File: config.mk
export PLATFORM = sky130hd
export DESIGN_NAME = slpl_queue
export DESIGN_NICKNAME = d
export VERILOG_FILES = /design/src/rtl/sensor_adc_piecewise_linearize_top_macros.svh /design/src/rtl/slpl_pkg.sv /design/src/rtl/slpl_queue.sv
export SDC_FILE = /design/constraint.sdc
export NUM_CORES = 1
export LEC_CHECK = 0
export BUFFER_PORTS_ARGS = -buffer_cell sky130_fd_sc_hd__buf_4
export CAP_MARGIN = 30
export CORE_MARGIN = 2
export CORE_UTILIZATION = 55
export DETAILED_ROUTE_END_ITERATION = 7
export PLACE_DENSITY = 0.93
export SYNTH_ARGS = -nofsm -noshare
export SYNTH_HDL_FRONTEND = slang
export SYNTH_SLANG_ARGS = --single-unit
File: constraint.sdc
create_clock -name clk_i -period 7.7 [get_ports clk_i]
set_input_delay 0.385 -clock clk_i [delete_from_list [all_inputs] [get_ports clk_i]]
set_output_delay 0.385 -clock clk_i [all_outputs]
set_load 0.005 [all_outputs]
File: src/rtl/sensor_adc_piecewise_linearize_top_macros.svh
`ifndef SENSOR_ADC_PIECEWISE_LINEARIZE_TOP_MACROS_SVH
`define SENSOR_ADC_PIECEWISE_LINEARIZE_TOP_MACROS_SVH

// same-cycle implication, sampled on clk_i, off while in reset
`define SLPL_ASSERT_NOW(lbl, ante, cons, msg) \
  lbl: assert property (@(posedge clk_i) disable iff (!rst_ni) (ante) |-> (cons)) \
    else $error(msg);

// next-cycle implication, sampled on clk_i, off while in reset
`define SLPL_ASSERT_NEXT(lbl, ante, cons, msg) \
  lbl: assert property (@(posedge clk_i) disable iff (!rst_ni) (ante) |=> (cons)) \
    else $error(msg);

`endif

File: src/rtl/slpl_pkg.sv
`timescale 1ns / 1ps

package slpl_pkg;

  localparam int unsigned MAX_POINTS    = 6;
  localparam int unsigned STORED_POINTS = 6;
  localparam int unsigned PT_LIMIT      =
    (MAX_POINTS < STORED_POINTS) ? MAX_POINTS : STORED_POINTS;
  localparam int unsigned PT_W          = 3;

  localparam int unsigned VAL_W      = 16;
  localparam int unsigned ADC_W      = 8;
  localparam int unsigned CNUM_W     = 24;
  localparam int unsigned CDEN_W     = 9;
  localparam int unsigned CDIV_STEPS = CNUM_W;
  localparam int unsigned IDIV_STEPS = VAL_W;

  localparam int unsigned QUEUE_DEPTH = 2;
  localparam int unsigned QUEUE_PTR_W = $clog2(QUEUE_DEPTH);
  localparam int unsigned QUEUE_CNT_W = $clog2(QUEUE_DEPTH + 1);

  localparam int unsigned CFG_IDX_W  = 3;
  localparam int unsigned CFG_DATA_W = 48;

  localparam logic [ADC_W-1:0]  RES_FAULT_MIN  = 8'd195;
  localparam logic [ADC_W-1:0]  VOLT_FAULT_MAX = 8'd6;
  localparam logic [6:0]        RES_OFFSET     = 7'd127;
  localparam logic [CDEN_W-1:0] RES_BASE       = 9'd242;
  localparam logic [CDEN_W-1:0] VOLT_DIVISOR   = 9'd480;
  localparam logic [VAL_W-1:0]  FAULT_VALUE    = 16'hfffe;

  typedef enum logic [CFG_IDX_W-1:0] {
    REG_POINT_COUNT  = 3'd0,
    REG_SENSOR_KIND  = 3'd1,
    REG_INPUT_RATIO  = 3'd2,
    REG_KNEE_X_FIRST = 3'd3,
    REG_KNEE_X_LAST  = 3'd4,
    REG_KNEE_Y_FIRST = 3'd5,
    REG_KNEE_Y_LAST  = 3'd6
  } cfg_reg_e;

  typedef enum logic [1:0] {
    ST_OK       = 2'd0,
    ST_FAULT    = 2'd1,
    ST_DISABLED = 2'd2,
    ST_NOSEG    = 2'd3
  } status_e;

  typedef struct packed {
    logic [PT_W-1:0]                         n;
    logic                                    kind;
    logic [VAL_W-1:0]                        ratio;
    logic [STORED_POINTS-1:0][VAL_W-1:0]     knee_x;
    logic [STORED_POINTS-1:0][VAL_W-1:0]     knee_y;
  } cfg_t;

  typedef struct packed {
    status_e           st;
    logic [CNUM_W-1:0] num;
    logic [CDEN_W-1:0] den;
  } job_t;

  typedef struct packed {
    status_e           st;
    logic [CDEN_W-1:0] den;
    logic [CDEN_W-1:0] rem;
    logic [CNUM_W-1:0] nq;
  } cdiv_t;

  typedef struct packed {
    status_e          st;
    logic             direct;
    logic [VAL_W-1:0] r;
    logic [VAL_W-1:0] x1;
    logic [VAL_W-1:0] x2;
    logic [VAL_W-1:0] y1;
    logic [VAL_W-1:0] y2;
  } seg_t;

  typedef struct packed {
    status_e          st;
    logic             direct;
    logic             rise;
    logic [VAL_W-1:0] y1;
    logic [VAL_W-1:0] d;
    logic [VAL_W-1:0] p;
  } mul_t;

  typedef struct packed {
    status_e          st;
    logic             direct;
    logic             rise;
    logic [VAL_W-1:0] y1;
    logic [VAL_W-1:0] d;
    logic [VAL_W-1:0] rem;
    logic [VAL_W-1:0] nq;
  } idiv_t;

endpackage

File: src/rtl/slpl_queue.sv
`timescale 1ns / 1ps

module slpl_queue (
  input  logic           clk_i,
  input  logic           rst_ni,
  input  logic           push_i,
  input  slpl_pkg::job_t job_i,
  input  logic           pop_i,
  output logic           full_o,
  output logic           valid_o,
  output slpl_pkg::job_t job_o
);

  slpl_pkg::job_t                     mem_q [slpl_pkg::QUEUE_DEPTH];
  logic [slpl_pkg::QUEUE_PTR_W-1:0]   wr_ptr_q;
  logic [slpl_pkg::QUEUE_PTR_W-1:0]   rd_ptr_q;
  logic [slpl_pkg::QUEUE_CNT_W-1:0]   cnt_q;
  logic [slpl_pkg::QUEUE_CNT_W-1:0]   cnt_d;

  localparam logic [slpl_pkg::QUEUE_PTR_W-1:0] LastPtr =
    slpl_pkg::QUEUE_PTR_W'(slpl_pkg::QUEUE_DEPTH - 1);

  always_comb begin
    cnt_d = cnt_q;
    if (push_i && !pop_i) begin
      cnt_d = cnt_q + 1'b1;
    end else if (pop_i && !push_i) begin
      cnt_d = cnt_q - 1'b1;
    end
  end

  always_ff @(posedge clk_i or negedge rst_ni) begin
    if (!rst_ni) begin
      wr_ptr_q <= '0;
      rd_ptr_q <= '0;
      cnt_q    <= '0;
    end else begin
      cnt_q <= cnt_d;
      if (push_i) begin
        wr_ptr_q <= (wr_ptr_q == LastPtr) ? '0 : wr_ptr_q + 1'b1;
      end
      if (pop_i) begin
        rd_ptr_q <= (rd_ptr_q == LastPtr) ? '0 : rd_ptr_q + 1'b1;
      end
    end
  end

  always_ff @(posedge clk_i) begin
    if (push_i) begin
      mem_q[wr_ptr_q] <= job_i;
    end
  end

  assign full_o  = (cnt_q == slpl_pkg::QUEUE_CNT_W'(slpl_pkg::QUEUE_DEPTH));
  assign valid_o = (cnt_q != '0);
  assign job_o   = mem_q[rd_ptr_q];

endmodule

==> out/results.txt <==
The end-of-flow core utilization is 73.5%, and the final routed wirelength across all metal layers is 4.79 mm. The final worst-path setup slack was 5690 ps; the count of antenna-violating nets left after detailed routing was 0. Count of vias placed by the detailed router: 1401.

In this design, the stage delay of the slowest critical-path cell is 500 ps. The multi-input combinational cells in the finished layout cover a total of 597 µm². The layout cell share with drive strength beyond 1 is 61.4%, and the global-route wire length before repair is 7.31 mm.

For the post-synthesis net count, the log shows 165. The pin slew with the least headroom to its limit is 855 ps, and the TritonCTS sink count is 74. The tools report the category of the worst setup path launch point as a flop. The net count of the finished layout is 250. Dividing total power by cell area gives a power density of 352 mW/mm². The count of buffers added on input and output ports is 75. The wire-length estimate of the detail-placed layout is 3.06 mm.

For the worst setup path, the data required time is 7320 ps. In this run the static leakage power is 1.51 nW. In the final routed layout, each cell accounts on average for 16.8 µm.

The total overflow left after global routing is 0. The total number of H-tree levels came out at 3. The post-synthesis instance total is 125. After synthesis, flip-flops and latches occupy 76.9% of the total area. The nature of the critical path endpoint was a primary output. The run gives 0 as the max-slew violation count. The critical path is of the reg -> out type.

Largest net degree at the start of global routing: 36. Counting along the longest clock path gives a buffer depth of 2. The run finished with clean final reports. The yosys synthesis warning count is 0, and the area of the core region is 0.00507 mm². In this design, the largest share of critical-path delay is due to flip-flops. The run gives 4 as the first-pass detailed-route iteration total. The via count of the first global-routing pass is 1529.

During I/O placement, the number of pins put on the boundary was 76. The tools report the global placement routability congestion as 0.683. The initialized floorplan defines 26 standard-cell rows.

The final critical path takes up 26.1% of the cycle. The run gives 267 as the number of placed cells counting well taps. In this run, CTS created clock tree buffers numbering 9. The peak clock frequency supported by timing came out at 498 MHz. Across the whole layout, storage elements account for 0.00220 mm². Data arrives at the worst endpoint at 1620 ps.

Dividing the detail-routed via count by the number of cells gives 4.92. The final-layout setup total negative slack came out at 0 ps. Cell chosen for the clock root: sky130_fd_sc_hd__clkbuf_8. The worst register-to-register path begins at wr_ptr_q$_DFFE_PN0P_. The tools report the initial antenna violation count as 0. Path type of the worst min-delay path: in -> reg.

TritonCTS built the clock tree. The repair_antennas step left the layout with diodes totalling 0. The count of final hold-check violations was 0; the combined buffer and inverter count along the critical path was 2. OpenSTA, run right after detailed placement, puts the worst setup slack at 5940 ps.

Clock skew on the completed layout was measured at 4.43 ps. Of all nets on the critical path, the largest fanout is 31. The clock transition at the registers of the reported paths came out at 70 ps. For this run, the leading register cell type out of synthesis is sky130_fd_sc_hd__edfxtp_1.

The logs give 0.00580 mm² for the die area and 43.0% for the worst slew slack as a fraction of its limit. Setup violations remaining at the end of the flow were counted as 0. Walking the worst path, the cells encountered are buf_12 -> mux2_2 -> buf_4. Setup repair after global routing left no endpoint under its margin. The fraction of synthesis flops using an asynchronous set or reset pin was 5.41%. Global routing used 17.0% of the available tracks. The critical path starts at rd_ptr_q$_DFFE_PN0P_. The number of fillers in the final layout came out at 325. At the later pin of the worst-skew pair, clock insertion delay measures 330 ps. In this run, the number of DRC markers left after iteration 0 of detailed routing was 64. The number of cells in the finished layout apart from fillers was 285; the worst IR drop on VDD was 0.000194 V. After synthesis the netlist holds a flip-flop and latch count of 74. Max-cap violations in this run came to 0.

The largest individual stage delay along the critical path comes from the cell sky130_fd_sc_hd__dfrtp_2. Measured along the x axis, the die boundary spans 76.2 µm. Summing every instance area after synthesis gives 0.00287 mm². The design draws 1.31 mW. In this run the most critical hold path is launched from job_i[13]. The starting utilization of the core area was 56.5%; the number of enable flip-flop cells after synthesis was 70. The area growth from synthesis to layout is 30.1%. After synthesis, the netlist uses 14 different library cells. The die is 76.2 µm tall. For the finished layout, the period the worst path requires is 2010 ps. In this run the mean area of a mapped cell was 22.9 µm². For this run, design rule violations remaining after detail routing come to 0.
==> cell type report <==
cell class | count | area share, %
Clock buffer | 13 | 4.80
Multi-Input combinational cell | 46 | 16.0
Tap cell | 70 | 2.35
Inverter | 1 | 0.101
Clock inverter | 3 | 1.21
Timing Repair Buffer | 78 | 16.4
Sequential cell | 74 | 59.1
==> synthesized netlist by cell type, types with 2 or more instances <==
library cell / instances / share of area [%]
sky130_fd_sc_hd__dfrtp_1: 4 / 3.5
sky130_fd_sc_hd__edfxtp_1: 70 / 73
sky130_fd_sc_hd__buf_12: 3 / 2.1
sky130_fd_sc_hd__mux2_2: 6 / 2.4
sky130_fd_sc_hd__nor2b_1: 2 / 0.44
sky130_fd_sc_hd__mux2_4: 29 / 15
sky130_fd_sc_hd__xor2_1: 4 / 1.2
==> cell families after synthesis <==
logic type    after synthesis  share of synthesized area [%]
xor+xnor                    5                           1.53
buf+inv                     5                           2.62
mux                        35                           17.6
simple gates                5                           1.00
fa+ha+maj                   1                          0.437
flops                      74                           76.9
==> final timing paths <==
path | to | slack (ps) | cells past startpoint
worst max register to register | mem_q[1][32]$_DFFE_PP_ | 6160 | 1
max in group asynchronous | rd_ptr_q$_DFFE_PN0P_ | 7190 | 2
worst min register to register | cnt_q[1]$_DFFE_PN0P_ | 490 | 1
worst max-delay path | job_o[15] | 5690 | 3
min in group asynchronous | cnt_q[0]$_DFFE_PN0P_ | 390 | 2
worst min-delay path | mem_q[1][13]$_DFFE_PP_ | 230 | 1
==> report_power, final <==
part	switching, mW	internal [mW]	total [mW]
clock	0.133	0.185	0.318
sequential	0.0363	0.537	0.573
combinational	0.162	0.257	0.419
total	0.332	0.979	1.31
==> through the flow <==
stage	instance area [µm²]	hold slack [ps]
5_1_grt	3730	218
3_5_place_dp	3470	186
2_1_floorplan	2870	89.4
3_3_place_gp	3450	186
6_report	3730	230
4_1_cts	3710	219
==> layer usage <==
metal	global-route usage, %	vias to the layer above	wire (µm)
met5	0	-	0
met4	8.18	0	63
met3	4.86	5	234
met2	29.5	60	2530
met1	19.5	684	1960
li1	-	652	-
==> what timing repair did <==
| action | CTS | global route |
|---|---|---|
| resized for setup | 0 | 0 |
| hold buffers | 1 | 0 |
| setup buffers | 0 | 0 |
| hold endpoints to repair | 4 | 0 |
==> state kept, by name, summed over array words and instances (netlist names) <==
signal,count
rd_ptr_q,1
wr_ptr_q,1
cnt_q,2
mem_q,70
==> cells in the final DEF (no fill, tap or decap), drive strengths merged <==
cell type,Yosys,final
ha,1,1
xnor2,1,1
nor2,1,1
or2,1,1
xor2,4,4
buf,4,77
clkinvlp,0,2
dlygate4sd3,0,1
inv,1,1
clkbuf,0,13
bufinv,0,1
edfxtp,70,70
mux2,35,35
dfrtp,4,4
nor2b,2,2
and2,1,1
No activity file was read; power rests on OpenSTA's default activity.
