File: src/rtl/sensor_adc_piecewise_linearize_top_macros.svh
`ifndef SENSOR_ADC_PIECEWISE_LINEARIZE_TOP_MACROS_SVH
`define SENSOR_ADC_PIECEWISE_LINEARIZE_TOP_MACROS_SVH

// same-cycle implication, sampled on clk_i, off while in reset
`define SLPL_ASSERT_NOW(lbl, ante, cons, msg) \
  lbl: assert property (@(posedge clk_i) disable iff (!rst_ni) (ante) |-> (cons)) \
    else $error(msg);

// next-cycle implication, sampled on clk_i, off while in reset
`define SLPL_ASSERT_NEXT(lbl, ante, cons, msg) \
  lbl: assert property (@(posedge clk_i) disable iff (!rst_ni) (ante) |=> (cons)) \
    else $error(msg);

`endif

File: src/rtl/slpl_pkg.sv
`timescale 1ns / 1ps

package slpl_pkg;

  localparam int unsigned MAX_POINTS    = 6;
  localparam int unsigned STORED_POINTS = 6;
  localparam int unsigned PT_LIMIT      =
    (MAX_POINTS < STORED_POINTS) ? MAX_POINTS : STORED_POINTS;
  localparam int unsigned PT_W          = 3;

  localparam int unsigned VAL_W      = 16;
  localparam int unsigned ADC_W      = 8;
  localparam int unsigned CNUM_W     = 24;
  localparam int unsigned CDEN_W     = 9;
  localparam int unsigned CDIV_STEPS = CNUM_W;
  localparam int unsigned IDIV_STEPS = VAL_W;

  localparam int unsigned QUEUE_DEPTH = 2;
  localparam int unsigned QUEUE_PTR_W = $clog2(QUEUE_DEPTH);
  localparam int unsigned QUEUE_CNT_W = $clog2(QUEUE_DEPTH + 1);

  localparam int unsigned CFG_IDX_W  = 3;
  localparam int unsigned CFG_DATA_W = 48;

  localparam logic [ADC_W-1:0]  RES_FAULT_MIN  = 8'd195;
  localparam logic [ADC_W-1:0]  VOLT_FAULT_MAX = 8'd6;
  localparam logic [6:0]        RES_OFFSET     = 7'd127;
  localparam logic [CDEN_W-1:0] RES_BASE       = 9'd242;
  localparam logic [CDEN_W-1:0] VOLT_DIVISOR   = 9'd480;
  localparam logic [VAL_W-1:0]  FAULT_VALUE    = 16'hfffe;

  typedef enum logic [CFG_IDX_W-1:0] {
    REG_POINT_COUNT  = 3'd0,
    REG_SENSOR_KIND  = 3'd1,
    REG_INPUT_RATIO  = 3'd2,
    REG_KNEE_X_FIRST = 3'd3,
    REG_KNEE_X_LAST  = 3'd4,
    REG_KNEE_Y_FIRST = 3'd5,
    REG_KNEE_Y_LAST  = 3'd6
  } cfg_reg_e;

  typedef enum logic [1:0] {
    ST_OK       = 2'd0,
    ST_FAULT    = 2'd1,
    ST_DISABLED = 2'd2,
    ST_NOSEG    = 2'd3
  } status_e;

  typedef struct packed {
    logic [PT_W-1:0]                         n;
    logic                                    kind;
    logic [VAL_W-1:0]                        ratio;
    logic [STORED_POINTS-1:0][VAL_W-1:0]     knee_x;
    logic [STORED_POINTS-1:0][VAL_W-1:0]     knee_y;
  } cfg_t;

  typedef struct packed {
    status_e           st;
    logic [CNUM_W-1:0] num;
    logic [CDEN_W-1:0] den;
  } job_t;

  typedef struct packed {
    status_e           st;
    logic [CDEN_W-1:0] den;
    logic [CDEN_W-1:0] rem;
    logic [CNUM_W-1:0] nq;
  } cdiv_t;

  typedef struct packed {
    status_e          st;
    logic             direct;
    logic [VAL_W-1:0] r;
    logic [VAL_W-1:0] x1;
    logic [VAL_W-1:0] x2;
    logic [VAL_W-1:0] y1;
    logic [VAL_W-1:0] y2;
  } seg_t;

  typedef struct packed {
    status_e          st;
    logic             direct;
    logic             rise;
    logic [VAL_W-1:0] y1;
    logic [VAL_W-1:0] d;
    logic [VAL_W-1:0] p;
  } mul_t;

  typedef struct packed {
    status_e          st;
    logic             direct;
    logic             rise;
    logic [VAL_W-1:0] y1;
    logic [VAL_W-1:0] d;
    logic [VAL_W-1:0] rem;
    logic [VAL_W-1:0] nq;
  } idiv_t;

endpackage

File: src/rtl/slpl_front.sv
`timescale 1ns / 1ps

module slpl_front (
  input  logic                             clk_i,
  input  logic                             rst_ni,
  input  logic                             cfg_we_i,
  input  logic [slpl_pkg::CFG_IDX_W-1:0]   cfg_index_i,
  input  logic [slpl_pkg::CFG_DATA_W-1:0]  cfg_data_i,
  input  logic                             in_valid_i,
  input  logic [slpl_pkg::ADC_W-1:0]       adc_sample_i,
  input  logic                             q_full_i,
  output logic                             push_o,
  output slpl_pkg::job_t                   job_o,
  output slpl_pkg::cfg_t                   cfg_o
);

  logic [slpl_pkg::PT_W-1:0]       point_count_q;
  logic                            sensor_kind_q;
  logic [slpl_pkg::VAL_W-1:0]      input_ratio_q;
  logic [slpl_pkg::CFG_DATA_W-1:0] knee_x_first_q;
  logic [slpl_pkg::CFG_DATA_W-1:0] knee_x_last_q;
  logic [slpl_pkg::CFG_DATA_W-1:0] knee_y_first_q;
  logic [slpl_pkg::CFG_DATA_W-1:0] knee_y_last_q;

  logic [slpl_pkg::PT_W-1:0]   n_sat;
  logic [slpl_pkg::CNUM_W-1:0] prod;
  logic [6:0]                  res_off;
  logic                        fault;

  always_ff @(posedge clk_i or negedge rst_ni) begin
    if (!rst_ni) begin
      point_count_q  <= '0;
      sensor_kind_q  <= 1'b0;
      input_ratio_q  <= '0;
      knee_x_first_q <= '0;
      knee_x_last_q  <= '0;
      knee_y_first_q <= '0;
      knee_y_last_q  <= '0;
    end else if (cfg_we_i) begin
      unique case (slpl_pkg::cfg_reg_e'(cfg_index_i))
        slpl_pkg::REG_POINT_COUNT:  point_count_q  <= cfg_data_i[slpl_pkg::PT_W-1:0];
        slpl_pkg::REG_SENSOR_KIND:  sensor_kind_q  <= cfg_data_i[0];
        slpl_pkg::REG_INPUT_RATIO:  input_ratio_q  <= cfg_data_i[slpl_pkg::VAL_W-1:0];
        slpl_pkg::REG_KNEE_X_FIRST: knee_x_first_q <= cfg_data_i;
        slpl_pkg::REG_KNEE_X_LAST:  knee_x_last_q  <= cfg_data_i;
        slpl_pkg::REG_KNEE_Y_FIRST: knee_y_first_q <= cfg_data_i;
        slpl_pkg::REG_KNEE_Y_LAST:  knee_y_last_q  <= cfg_data_i;
        default: ;
      endcase
    end
  end

  assign n_sat = (point_count_q > slpl_pkg::PT_W'(slpl_pkg::PT_LIMIT)) ?
                 slpl_pkg::PT_W'(slpl_pkg::PT_LIMIT) : point_count_q;

  always_comb begin
    cfg_o.n      = n_sat;
    cfg_o.kind   = sensor_kind_q;
    cfg_o.ratio  = input_ratio_q;
    cfg_o.knee_x = {knee_x_last_q, knee_x_first_q};
    cfg_o.knee_y = {knee_y_last_q, knee_y_first_q};
  end

  // classify the word and set up the first division
  always_comb begin
    prod    = {8'd0, input_ratio_q} * {16'd0, adc_sample_i};
    res_off = slpl_pkg::RES_OFFSET - adc_sample_i[7:1];
    fault   = sensor_kind_q ? (adc_sample_i <= slpl_pkg::VOLT_FAULT_MAX)
                            : (adc_sample_i >= slpl_pkg::RES_FAULT_MIN);
    if (n_sat == '0) begin
      job_o.st = slpl_pkg::ST_DISABLED;
    end else if (fault) begin
      job_o.st = slpl_pkg::ST_FAULT;
    end else begin
      job_o.st = slpl_pkg::ST_OK;
    end
    if (sensor_kind_q) begin
      job_o.num = prod;
      job_o.den = slpl_pkg::VOLT_DIVISOR;
    end else begin
      job_o.num = prod + slpl_pkg::CNUM_W'(res_off);
      job_o.den = slpl_pkg::RES_BASE - {1'b0, adc_sample_i};
    end
  end

  assign push_o = in_valid_i && !q_full_i;

endmodule

File: config.mk
export PLATFORM = sky130hd
export DESIGN_NAME = slpl_front
export DESIGN_NICKNAME = d
export VERILOG_FILES = /design/src/rtl/sensor_adc_piecewise_linearize_top_macros.svh /design/src/rtl/slpl_pkg.sv /design/src/rtl/slpl_front.sv
export SDC_FILE = /design/constraint.sdc
export NUM_CORES = 1
export LEC_CHECK = 0
export ABC_AREA = 1
export CAP_MARGIN = 0
export CORE_MARGIN = 4
export CORE_UTILIZATION = 65
export DETAILED_ROUTE_END_ITERATION = 10
export DONT_BUFFER_PORTS = 1
export HOLD_SLACK_MARGIN = 0.03
export PLACE_DENSITY = 0.81
export SLEW_MARGIN = 40
export SYNTH_ARGS = -nofsm -noshare
export SYNTH_HDL_FRONTEND = slang
export SYNTH_SLANG_ARGS = --single-unit
File: constraint.sdc
create_clock -name clk_i -period 7 [get_ports clk_i]
set_input_delay 0.35 -clock clk_i [delete_from_list [all_inputs] [get_ports clk_i]]
set_output_delay 0.35 -clock clk_i [all_outputs]
set_load 0.05 [all_outputs]
==> metrics.txt <==
result of the run complete, no violations; per-cell via count in the routed design 5.553; number of DRC violations after detailed routing 0; post-synthesis instance area 13380 sq um; combinational family with the most area after synthesis simple AND/OR/NAND/NOR gates; Max stage delay on crit path roughly 0.67 ns; fraction of synthesized cell area in xor and xnor cells 0.009816; instance count of the mapped netlist roughly 1700; number of pins exceeding their max-slew limit in the final report 0; maximum number of pins on one net before global-route repair 213; Resized Gates After CTS 0; clock period minus final worst setup slack 6.385 ns; crit path DAT 6.04 ns; RSZ-0062 raised after global routing no; adder-cell share of the synthesized area 0.1767; antenna violations before repair 0; Cell Rows 52; vias post-DR approximately 11000; clock latency on the worst-skew pair 0.50 ns; Slowest cell on crit path dfrtp_1; cell breakdown of the critical path nand2_1 -> inv_1 -> fa_1 -> fa_1 -> ha_1 -> inv_1 -> fa_1 -> inv_1 -> ha_1 -> nand2_1 -> nand3_2 -> xor2_1 -> ha_1 -> nand2_1 -> nor2_1 -> nand2_1 -> nand3_1 -> nand2_1 -> nor3_4 -> nand3_2 -> nor2_1 -> nand2_1 -> nand2_1; Die Footprint approximately 23000 sq um; count of flip-flops with a built-in enable after synthesis 0; Wirelength per Cell about 18 um; grt ovf 0; number of nets in the final layout about 1900; Die Span X approximately 150 um; sum of routed wire length over all layers ~35000 um; register clock-pin slew on the reported worst setup and hold paths 0.06 ns; classification of the worst setup path register to primary output; layout cells sized above 1 0.05662; buffer type at the clock tree root clkbuf_16; worst relative slew slack 0.4007; antenna diode count 0; detailed placer's ending HPWL roughly 26000 um; Worst path top cell family by delay adder cells; Synth Flop Type dfrtp_1; number of global-route vias before repair 10990; maximum level of the CTS H-tree 1; top-level I/O count approximately 310; Post-Synth Simple-Gate Area 0.1971; initial core utilization 0.6615; multiplexer share of the synthesized area 0; worst slew pin tran 0.8990 ns; count of endpoints failing hold in the final timing report 0; required arrival time at the worst endpoint around 6.7 ns; TritonCTS clock tree done; Synth Area in Compound Gates 0.1034; CP bufs+invs 3; core region area between 20000 and 25000 sq um; largest fanout of any net on the critical path 10; classification of the worst-slack hold path input pin to register; post-synthesis net count about 1900; Final GP Congestion approximately 0.96; Period Utilization, post-route 0.9122; Seq/Total Area, Yosys 0.3964; clock buffer count from CTS 22; Port-buffer cells 0; element type at the critical path start register; Most Frequent Cell on Critical Path nand2_1; Setup TNS Final 0 ns; maximum count of clock buffers along a single path 3; max-capacitance violation count 0; GRT Overall Usage 0.3124; area growth from synthesis to layout 7.217%; Post CTS Setup Buffer Count 0; kind of capture point of the worst setup path primary output; number of DRC markers in iteration 0 between 800 and 900; maximum frequency from static timing analysis approximately 160 MHz; Sinks on Clock Net roughly 210; setup violators final 0; first-pass GRT wire length ~57000 um; Die H 151.5 um; post-synthesis async set-or-reset flop share 1.000; Avg Inst Size Synth about 7.9 sq um; DR pass1 iterations 5; number of nets with antenna violations after detailed routing 0; worst clock skew 0 ns; synthesis-stage register bit count around 210; Cell variety after synth 31; number of warnings printed during yosys synthesis 0
layout make-up:
| class | instances | area [sq um] |
|---|---|---|
| clock buffers | 29 | 576.8 |
| well taps | 270 | 337.8 |
| fillers | 1626 | 5884 |
| inverters | 334 | 1254 |
| multi-input cells | 1077 | 6610 |
| repair buffers | 19 | 205.2 |
| flip-flops and latches | 212 | 5308 |
| clock inverters | 7 | 58.81 |
metrics by stage:
stage	cells	hold WS, ns	worst slack (ns)	util	instance area (sq um)
floorplan	1704	0.05441	1.230	-	13380
global placement	1907	0.05868	1.221	0.6696	13550
detailed placement	1909	0.05796	1.148	0.6738	13630
CTS	1947	0.04142	0.6034	0.7070	14310
global route	1948	0.05616	0.2837	0.7092	14350
finish	1948	0.04753	0.6146	0.7092	14350
cells in the final DEF (no fill, tap or decap), drive strengths merged, types with 29 or more instances in the layout:
cell,netlist,routed
nand2,537,537
ha,53,53
fa,85,85
clkbuf,72,29
inv,334,335
o21ai,225,225
a21oi,32,32
nand3,49,49
dfrtp,212,212
nor2,50,50
kinds of logic after synthesis:
family / count (synthesis)
AO/OA/AOI/OAI: 269
flip-flops: 212
buffers and inverters: 415
AND/OR/NAND/NOR: 655
XOR/XNOR: 15
adder cells (fa/ha/maj): 138
Yosys cell counts, types with 3 or more instances:
cell type	n	share of area
nor2_1	43	0.012
nor3_1	6	0.0022
o21ai_0	224	0.084
fa_1	85	0.13
nand3_1	46	0.017
nand3b_1	4	0.0022
buf_1	8	0.0022
nand2_1	525	0.15
inv_1	334	0.094
nand4_1	6	0.0028
clkbuf_1	72	0.020
o21bai_1	3	0.0017
xor2_1	14	0.0092
dfrtp_1	212	0.40
nand3_2	3	0.0022
a21oi_2	3	0.0020
nand2_2	12	0.0056
nor2_2	7	0.0033
a21oi_1	29	0.011
a31oi_1	4	0.0019
ha_1	53	0.050
worst paths after layout:
path | startpoint | end | slack [ns] | cells after the start
min in group asynchronous | rst_ni | knee_x_last_q[23]$_DFFE_PN0P_ | 0.41 | 2
setup / recovery | input_ratio_q[0]$_DFFE_PN0P_ | job_o[30] | 0.61 | 23
hold / removal | cfg_data_i[26] | knee_y_last_q[26]$_DFFE_PN0P_ | 0.05 | 2
setup reg to reg | input_ratio_q[11]$_DFFE_PN0P_ | input_ratio_q[11]$_DFFE_PN0P_ | 5.77 | 2
hold reg to reg | point_count_q[0]$_DFFE_PN0P_ | point_count_q[0]$_DFFE_PN0P_ | 0.60 | 2
max in group asynchronous | rst_ni | knee_x_last_q[42]$_DFFE_PN0P_ | 5.63 | 3
flip-flops by register name, indices dropped and copies added, names as in the netlist:
register / cells
input_ratio_q: 16
knee_x_first_q: 48
knee_x_last_q: 48
knee_y_first_q: 48
knee_y_last_q: 48
point_count_q: 3
sensor_kind_q: 1
metal layers:
layer / up-vias / share of wire / global-route usage
met2: 483 / 0.49 / 0.5348
met4: 0 / 0.037 / 0.1065
li1: 5066 / - / -
met5: - / 0 / 0
met3: 93 / 0.096 / 0.08745
met1: 5175 / 0.37 / 0.3840
what timing repair did:
action / CTS / global route
hold buffers: 2 / 0
endpoints found under the hold margin: 212 / 0
setup endpoints to repair: 0 / 0
Power is not shown: default switching activity piles up to over one toggle a cycle in this logic, so the estimate is an artifact.
