--- src/rtl/sensor_adc_piecewise_linearize_top_macros.svh ---
`ifndef SENSOR_ADC_PIECEWISE_LINEARIZE_TOP_MACROS_SVH
`define SENSOR_ADC_PIECEWISE_LINEARIZE_TOP_MACROS_SVH

// same-cycle implication, sampled on clk_i, off while in reset
`define SLPL_ASSERT_NOW(lbl, ante, cons, msg) \
  lbl: assert property (@(posedge clk_i) disable iff (!rst_ni) (ante) |-> (cons)) \
    else $error(msg);

// next-cycle implication, sampled on clk_i, off while in reset
`define SLPL_ASSERT_NEXT(lbl, ante, cons, msg) \
  lbl: assert property (@(posedge clk_i) disable iff (!rst_ni) (ante) |=> (cons)) \
    else $error(msg);

`endif

--- src/rtl/slpl_pkg.sv ---
`timescale 1ns / 1ps

package slpl_pkg;

  localparam int unsigned MAX_POINTS    = 6;
  localparam int unsigned STORED_POINTS = 6;
  localparam int unsigned PT_LIMIT      =
    (MAX_POINTS < STORED_POINTS) ? MAX_POINTS : STORED_POINTS;
  localparam int unsigned PT_W          = 3;

  localparam int unsigned VAL_W      = 16;
  localparam int unsigned ADC_W      = 8;
  localparam int unsigned CNUM_W     = 24;
  localparam int unsigned CDEN_W     = 9;
  localparam int unsigned CDIV_STEPS = CNUM_W;
  localparam int unsigned IDIV_STEPS = VAL_W;

  localparam int unsigned QUEUE_DEPTH = 2;
  localparam int unsigned QUEUE_PTR_W = $clog2(QUEUE_DEPTH);
  localparam int unsigned QUEUE_CNT_W = $clog2(QUEUE_DEPTH + 1);

  localparam int unsigned CFG_IDX_W  = 3;
  localparam int unsigned CFG_DATA_W = 48;

  localparam logic [ADC_W-1:0]  RES_FAULT_MIN  = 8'd195;
  localparam logic [ADC_W-1:0]  VOLT_FAULT_MAX = 8'd6;
  localparam logic [6:0]        RES_OFFSET     = 7'd127;
  localparam logic [CDEN_W-1:0] RES_BASE       = 9'd242;
  localparam logic [CDEN_W-1:0] VOLT_DIVISOR   = 9'd480;
  localparam logic [VAL_W-1:0]  FAULT_VALUE    = 16'hfffe;

  typedef enum logic [CFG_IDX_W-1:0] {
    REG_POINT_COUNT  = 3'd0,
    REG_SENSOR_KIND  = 3'd1,
    REG_INPUT_RATIO  = 3'd2,
    REG_KNEE_X_FIRST = 3'd3,
    REG_KNEE_X_LAST  = 3'd4,
    REG_KNEE_Y_FIRST = 3'd5,
    REG_KNEE_Y_LAST  = 3'd6
  } cfg_reg_e;

  typedef enum logic [1:0] {
    ST_OK       = 2'd0,
    ST_FAULT    = 2'd1,
    ST_DISABLED = 2'd2,
    ST_NOSEG    = 2'd3
  } status_e;

  typedef struct packed {
    logic [PT_W-1:0]                         n;
    logic                                    kind;
    logic [VAL_W-1:0]                        ratio;
    logic [STORED_POINTS-1:0][VAL_W-1:0]     knee_x;
    logic [STORED_POINTS-1:0][VAL_W-1:0]     knee_y;
  } cfg_t;

  typedef struct packed {
    status_e           st;
    logic [CNUM_W-1:0] num;
    logic [CDEN_W-1:0] den;
  } job_t;

  typedef struct packed {
    status_e           st;
    logic [CDEN_W-1:0] den;
    logic [CDEN_W-1:0] rem;
    logic [CNUM_W-1:0] nq;
  } cdiv_t;

  typedef struct packed {
    status_e          st;
    logic             direct;
    logic [VAL_W-1:0] r;
    logic [VAL_W-1:0] x1;
    logic [VAL_W-1:0] x2;
    logic [VAL_W-1:0] y1;
    logic [VAL_W-1:0] y2;
  } seg_t;

  typedef struct packed {
    status_e          st;
    logic             direct;
    logic             rise;
    logic [VAL_W-1:0] y1;
    logic [VAL_W-1:0] d;
    logic [VAL_W-1:0] p;
  } mul_t;

  typedef struct packed {
    status_e          st;
    logic             direct;
    logic             rise;
    logic [VAL_W-1:0] y1;
    logic [VAL_W-1:0] d;
    logic [VAL_W-1:0] rem;
    logic [VAL_W-1:0] nq;
  } idiv_t;

endpackage

--- src/rtl/slpl_back.sv ---
`timescale 1ns / 1ps

module slpl_back (
  input  logic                        clk_i,
  input  logic                        rst_ni,
  input  slpl_pkg::cfg_t              cfg_i,
  input  logic                        q_valid_i,
  input  slpl_pkg::job_t              q_job_i,
  output logic                        q_pop_o,
  input  logic                        out_stall_i,
  output logic                        out_valid_o,
  output logic [slpl_pkg::VAL_W-1:0]  physical_value_o,
  output logic [1:0]                  conv_status_o
);

  localparam int unsigned CS = slpl_pkg::CDIV_STEPS;
  localparam int unsigned IS = slpl_pkg::IDIV_STEPS;
  localparam int unsigned VW = slpl_pkg::VAL_W;

  logic adv;

  logic [CS:0]     cdiv_v_q;
  slpl_pkg::cdiv_t cdiv_q [CS+1];
  slpl_pkg::cdiv_t cdiv_d [CS+1];
  logic [slpl_pkg::CDEN_W:0] ctrial;

  logic           seg_v_q;
  slpl_pkg::seg_t seg_q;
  slpl_pkg::seg_t seg_d;

  logic           mul_v_q;
  slpl_pkg::mul_t mul_q;
  slpl_pkg::mul_t mul_d;

  logic [IS:0]     idiv_v_q;
  slpl_pkg::idiv_t idiv_q [IS+1];
  slpl_pkg::idiv_t idiv_d [IS+1];
  logic [VW:0]     itrial;

  logic              out_v_q;
  logic [VW-1:0]     out_val_q;
  slpl_pkg::status_e out_st_q;
  logic [VW-1:0]     out_val_d;

  logic [VW-1:0]   rd;
  logic [VW-1:0]   xl;
  logic [VW-1:0]   yl;
  logic            found;
  logic [VW-1:0]   fx1;
  logic [VW-1:0]   fx2;
  logic [VW-1:0]   fy1;
  logic [VW-1:0]   fy2;
  logic [VW-1:0]   dx;
  logic [VW-1:0]   dy;
  logic [VW-1:0]   diff;
  logic [2*VW-1:0] prod;
  logic            rise;
  logic [VW-1:0]   quo;

  assign adv     = !(out_v_q && out_stall_i);
  assign q_pop_o = adv && q_valid_i;

  // reading = numerator / divisor, one quotient bit per stage
  always_comb begin
    cdiv_d[0].st  = q_job_i.st;
    cdiv_d[0].den = q_job_i.den;
    cdiv_d[0].rem = '0;
    cdiv_d[0].nq  = q_job_i.num;
    ctrial        = '0;
    for (int k = 0; k < CS; k++) begin
      ctrial = {cdiv_q[k].rem, cdiv_q[k].nq[CS-1]};
      cdiv_d[k+1].st  = cdiv_q[k].st;
      cdiv_d[k+1].den = cdiv_q[k].den;
      if (ctrial >= {1'b0, cdiv_q[k].den}) begin
        cdiv_d[k+1].rem = slpl_pkg::CDEN_W'(ctrial - {1'b0, cdiv_q[k].den});
        cdiv_d[k+1].nq  = {cdiv_q[k].nq[CS-2:0], 1'b1};
      end else begin
        cdiv_d[k+1].rem = ctrial[slpl_pkg::CDEN_W-1:0];
        cdiv_d[k+1].nq  = {cdiv_q[k].nq[CS-2:0], 1'b0};
      end
    end
  end

  // clamp and segment search
  always_comb begin
    rd    = cdiv_q[CS].nq[VW-1:0];
    xl    = '0;
    yl    = '0;
    found = 1'b0;
    fx1   = '0;
    fx2   = '0;
    fy1   = '0;
    fy2   = '0;
    for (int i = 0; i < slpl_pkg::PT_LIMIT; i++) begin
      if (slpl_pkg::PT_W'(i) == cfg_i.n - 1'b1) begin
        xl = cfg_i.knee_x[i];
        yl = cfg_i.knee_y[i];
      end
    end
    for (int i = 0; i < slpl_pkg::PT_LIMIT - 1; i++) begin
      if (!found && (slpl_pkg::PT_W'(i + 1) < cfg_i.n) &&
          (rd >= cfg_i.knee_x[i]) && (rd <= cfg_i.knee_x[i+1])) begin
        found = 1'b1;
        fx1   = cfg_i.knee_x[i];
        fx2   = cfg_i.knee_x[i+1];
        fy1   = cfg_i.knee_y[i];
        fy2   = cfg_i.knee_y[i+1];
      end
    end
    seg_d.st     = cdiv_q[CS].st;
    seg_d.direct = 1'b1;
    seg_d.r      = rd;
    seg_d.x1     = '0;
    seg_d.x2     = '0;
    seg_d.y1     = '0;
    seg_d.y2     = '0;
    if (cdiv_q[CS].st == slpl_pkg::ST_OK) begin
      if (rd <= cfg_i.knee_x[0]) begin
        seg_d.y1 = cfg_i.knee_y[0];
      end else if ((cfg_i.n >= slpl_pkg::PT_W'(2)) && (rd >= xl)) begin
        seg_d.y1 = yl;
      end else if (found) begin
        seg_d.direct = 1'b0;
        seg_d.x1     = fx1;
        seg_d.x2     = fx2;
        seg_d.y1     = fy1;
        seg_d.y2     = fy2;
      end else begin
        seg_d.st = slpl_pkg::ST_NOSEG;
      end
    end
  end

  // slope numerator, wrapped to 16 bits
  always_comb begin
    dx   = seg_q.x2 - seg_q.x1;
    rise = seg_q.y2 > seg_q.y1;
    dy   = rise ? (seg_q.y2 - seg_q.y1) : (seg_q.y1 - seg_q.y2);
    diff = seg_q.r - seg_q.x1;
    prod = diff * dy;
    mul_d.st     = seg_q.st;
    mul_d.direct = seg_q.direct || (dx == '0);
    mul_d.rise   = rise;
    mul_d.y1     = seg_q.y1;
    mul_d.d      = dx;
    mul_d.p      = prod[VW-1:0];
  end

  // rounded quotient by segment width, one bit per stage
  always_comb begin
    idiv_d[0].st     = mul_q.st;
    idiv_d[0].direct = mul_q.direct;
    idiv_d[0].rise   = mul_q.rise;
    idiv_d[0].y1     = mul_q.y1;
    idiv_d[0].d      = mul_q.d;
    idiv_d[0].rem    = '0;
    idiv_d[0].nq     = mul_q.p + {1'b0, mul_q.d[VW-1:1]};
    itrial           = '0;
    for (int k = 0; k < IS; k++) begin
      itrial = {idiv_q[k].rem, idiv_q[k].nq[VW-1]};
      idiv_d[k+1].st     = idiv_q[k].st;
      idiv_d[k+1].direct = idiv_q[k].direct;
      idiv_d[k+1].rise   = idiv_q[k].rise;
      idiv_d[k+1].y1     = idiv_q[k].y1;
      idiv_d[k+1].d      = idiv_q[k].d;
      if (itrial >= {1'b0, idiv_q[k].d}) begin
        idiv_d[k+1].rem = VW'(itrial - {1'b0, idiv_q[k].d});
        idiv_d[k+1].nq  = {idiv_q[k].nq[VW-2:0], 1'b1};
      end else begin
        idiv_d[k+1].rem = itrial[VW-1:0];
        idiv_d[k+1].nq  = {idiv_q[k].nq[VW-2:0], 1'b0};
      end
    end
  end

  always_comb begin
    quo = idiv_q[IS].nq;
    case (idiv_q[IS].st)
      slpl_pkg::ST_OK: begin
        if (idiv_q[IS].direct) begin
          out_val_d = idiv_q[IS].y1;
        end else if (idiv_q[IS].rise) begin
          out_val_d = idiv_q[IS].y1 + quo;
        end else begin
          out_val_d = idiv_q[IS].y1 - quo;
        end
      end
      slpl_pkg::ST_FAULT: out_val_d = slpl_pkg::FAULT_VALUE;
      default:            out_val_d = '0;
    endcase
  end

  always_ff @(posedge clk_i or negedge rst_ni) begin
    if (!rst_ni) begin
      cdiv_v_q <= '0;
      seg_v_q  <= 1'b0;
      mul_v_q  <= 1'b0;
      idiv_v_q <= '0;
      out_v_q  <= 1'b0;
    end else if (adv) begin
      cdiv_v_q <= {cdiv_v_q[CS-1:0], q_valid_i};
      seg_v_q  <= cdiv_v_q[CS];
      mul_v_q  <= seg_v_q;
      idiv_v_q <= {idiv_v_q[IS-1:0], mul_v_q};
      out_v_q  <= idiv_v_q[IS];
    end
  end

  always_ff @(posedge clk_i) begin
    if (adv) begin
      for (int k = 0; k <= CS; k++) begin
        cdiv_q[k] <= cdiv_d[k];
      end
      seg_q <= seg_d;
      mul_q <= mul_d;
      for (int k = 0; k <= IS; k++) begin
        idiv_q[k] <= idiv_d[k];
      end
      out_val_q <= out_val_d;
      out_st_q  <= idiv_q[IS].st;
    end
  end

  assign out_valid_o      = out_v_q;
  assign physical_value_o = out_val_q;
  assign conv_status_o    = out_st_q;

endmodule

--- config.mk ---
export PLATFORM = sky130hd
export DESIGN_NAME = slpl_back
export DESIGN_NICKNAME = d
export VERILOG_FILES = /design/src/rtl/sensor_adc_piecewise_linearize_top_macros.svh /design/src/rtl/slpl_pkg.sv /design/src/rtl/slpl_back.sv
export SDC_FILE = /design/constraint.sdc
export NUM_CORES = 2
export LEC_CHECK = 0
export ABC_CLOCK_PERIOD_IN_PS = 155300
export BUFFER_PORTS_ARGS = -buffer_cell sky130_fd_sc_hd__buf_2
export CAP_MARGIN = 40
export CELL_PAD_IN_SITES_DETAIL_PLACEMENT = 1
export CELL_PAD_IN_SITES_GLOBAL_PLACEMENT = 2
export CORE_ASPECT_RATIO = 1.25
export CORE_MARGIN = 1
export CORE_UTILIZATION = 30
export CTS_BUF_LIST = sky130_fd_sc_hd__clkbuf_2 sky130_fd_sc_hd__clkbuf_4 sky130_fd_sc_hd__clkbuf_8
export DETAILED_ROUTE_END_ITERATION = 10
export PLACE_DENSITY_LB_ADDON = 0.1
export SYNTH_ARGS = -nofsm -noshare
export SYNTH_HDL_FRONTEND = slang
export SYNTH_SLANG_ARGS = --single-unit
--- constraint.sdc ---
create_clock -name clk_i -period 155.3 [get_ports clk_i]
set_input_delay 7.765 -clock clk_i [delete_from_list [all_inputs] [get_ports clk_i]]
set_output_delay 7.765 -clock clk_i [all_outputs]
set_load 0.005 [all_outputs]
==> metrics.md <==
| Metric | Value |
|---|---|
| Syn_nets | 9,068 |
| Core area | 350,600 um2 |
| Crit path max fanout | 33 |
| Synth area leaders | edfxtp_1 62%, ha_1 8.3%, inv_1 3.4% |
| Final wirelength | 257,100 um |
| Synth-to-layout area growth | 14.28% |
| Clk Latency, worst-skew pair | 1060 ps |
| Largest net degree at the start of global routing | 177 |
| Ports | 271 |
| CTS tree | yes |
| CTS H-tree lvls | 5 |
| Mapped Cells | 7,991 |
| Tmin final | 16,350 ps |
| DRC Markers | 0 |
| Simple-gate area share of the yosys netlist | 7.102% |
| Ys Warns | 0 |
| Floorplan die width | 532.9 um |
| Root Driver | clkbuf_8 |
| # rows | 243 |
| Dominant cell type by area after synthesis | edfxtp_1 |
| GP Congestion | 0.8156 |
| Share of cells above drive strength 1 | 13.58% |
| Hold Crit Class | flop to flop |
| CTS resizes | 0 |
| Hold_sp | idiv_q[0][489] |
| Clock sink count | 2,215 |
| Setup bufs post-CTS | 0 |
| Final setup TNS | 0 ps |
| I/O Buffers | 253 |
| Adder-cell area share of the yosys netlist | 10.64% |
| Final ANT Viol Nets | 0 |
| Chip height | 665.7 um |
| Final hold vios | 0 |
| Setup CP Type | input pin to primary output |
| Crit share post-route | 10.53% |
| Total Nets Final | 9,627 |
| Initial antenna violation count | 11 |
| Syn avg cell area | 13.23 um2 |
| Mux contribution to synthesized area | 2.674% |
| Crit start category | input pin |
| Unique masters post-synth | 82 |
| Critical path arrival | 8580 ps |
| Synth top area share | 61.64% |
| Grt ovf | 0 |
| Rel. slew slack | 33.90% |
| Clk slew on worst S/H paths | 60 ps |
| Post-synth top cells | 2,170 x edfxtp_1, 970 x inv_1, 704 x ha_1 |
| Clock Skew | 87.92 ps |
| Post-synth EDFFs | 2,170 |
| Ys flop type | edfxtp_1 |
| Slew @ Worst Pin | 991.4 ps |
| Hold_buf cts | 0 |
| Mapped cell area | 105,700 um2 |
| Setup violators final | 0 |
| Synth Area in Compound Gates | 9.552% |
| Pins over their slew limit | 0 |
| CTS max path bufs | 4 |
| GRT Util Overall | 14.39% |
| RSZ-0062 raised after global routing | false |
| Seq/Total Area, Yosys | 62.71% |
| Max-cap check violation count | 0 |
| Most frequent cell after synthesis | edfxtp_1 |
| Synth Register Bits | 2,215 |
| Initial Util | 30.15% |
| Crit. End Element | primary output |
| Post-Synth XOR/XNOR Area | 3.217% |
| Routed WL per cell | 19.01 um |
| Async S/R FF share, synth | 2.032% |
| Crit. Startpoint | out_stall_i |
| Fmax | 61.17 MHz |
| Required time worst endpoint | 147,540 ps |
| Iter 0 DRT Violations | 2,459 |
| HPWL after detailed placement | 189,800 um |
| Vias per std cell | 4.619 |
| Largest family of logic cells by synthesized area | adder cells |
| Status | finished, final reports clean |
| Total number of vias | 62,464 |
| Total CTS buffers | 386 |
| First-pass GRT wire length | 398,100 um |
| Number of global-route vias before repair | 69,064 |
| Full die area | 354,800 um2 |
| Critical R2R Launch | mul_d[42] |
| Pre-Repair DR Iteration Count | 5 |
## sequential cells by signal (all words and copies together), names as in the netlist
register / flops
conv_status_o: 2
seg_q: 65
mul_v_q: 1
idiv_d: 36
physical_value_o: 16
out_valid_o: 1
mul_q: 16
cdiv_q: 909
idiv_q: 1108
cdiv_v_q: 25
idiv_v_q: 17
seg_v_q: 1
mul_d: 18
## cells by family after synthesis
kind of cell               Yosys count
adders and majority gates          826
buffers and inverters             1145
AOI/OAI and AO/OA                 1597
and+or+nand+nor                   1570
xor gates and xnor gates           380
muxes                              258
DFF                               2215
## final cells by class
cell class / count / area, um2
Multi-Input combinational cell: 4631 / 35160
Timing Repair Buffer: 345 / 2232
Sequential cell: 2215 / 66290
Antenna cell: 10 / 25.02
Tap cell: 4655 / 5824
Inverter: 971 / 3645
Clock inverter: 182 / 1284
Fill cell: 37097 / 229800
Clock buffer: 514 / 6355
## placed cells by master, fill, tap and decap left out, types with 74 or more instances in the layout
cell type / netlist / layout
buf_4: 2 / 74
o21ai_0: 277 / 277
nand4_1: 126 / 126
nor2_1: 603 / 603
edfxtp_1: 2170 / 2170
nand2_1: 285 / 284
ha_1: 704 / 704
a221oi_1: 91 / 91
nor2b_1: 165 / 162
mux2_2: 195 / 195
fa_1: 122 / 122
nand2b_1: 130 / 130
a21o_1: 216 / 216
buf_2: 15 / 253
clkbuf_8: 0 / 399
xor2_1: 95 / 95
inv_1: 970 / 970
a21oi_1: 610 / 605
clkbuf_4: 0 / 115
clkinv_1: 1 / 100
xnor2_1: 277 / 277
## stage by stage
step | cells | utilization [%] | hold WS (ps) | cell area (um2) | setup slack, ps
after global routing | 13519 | 34.46 | 341.2 | 120800 | 138870
final | 13523 | 34.46 | 339.1 | 120800 | 138950
after global placement | 12795 | 32.17 | 400.0 | 112800 | 138550
after CTS | 13513 | 34.45 | 317.3 | 120800 | 138920
after detailed placement | 12817 | 32.28 | 405.1 | 113100 | 138940
after floorplan | 7991 | - | 400.3 | 105700 | 81320
## path summary, 6_finish.rpt
kind / end / slack, ps / depth (start not counted)
max: q_pop_o / 138950 / 4
min: idiv_q[0][558] / 340 / 0
max reg2reg: mul_q[15] / 145490 / 29
min reg2reg: idiv_q[0][558] / 340 / 0
max in group asynchronous: cdiv_v_q[22] / 148040 / 2
min in group asynchronous: cdiv_v_q[2] / 6780 / 2
## routing by layer
| layer | wire (um) | global-route usage (%) |
|---|---|---|
| met4 | 8804 | 5.245 |
| met1 | 96390 | 14.81 |
| met5 | 13 | 0 |
| met3 | 7808 | 2.189 |
| met2 | 144000 | 28.81 |
## worst max-delay path: stages
cell     delay (ps)
buf_2           120
nand2_4         330
and2_1          230
buf_2           120
Power is not shown: default switching activity piles up to over one toggle a cycle in this logic, so the estimate is an artifact.
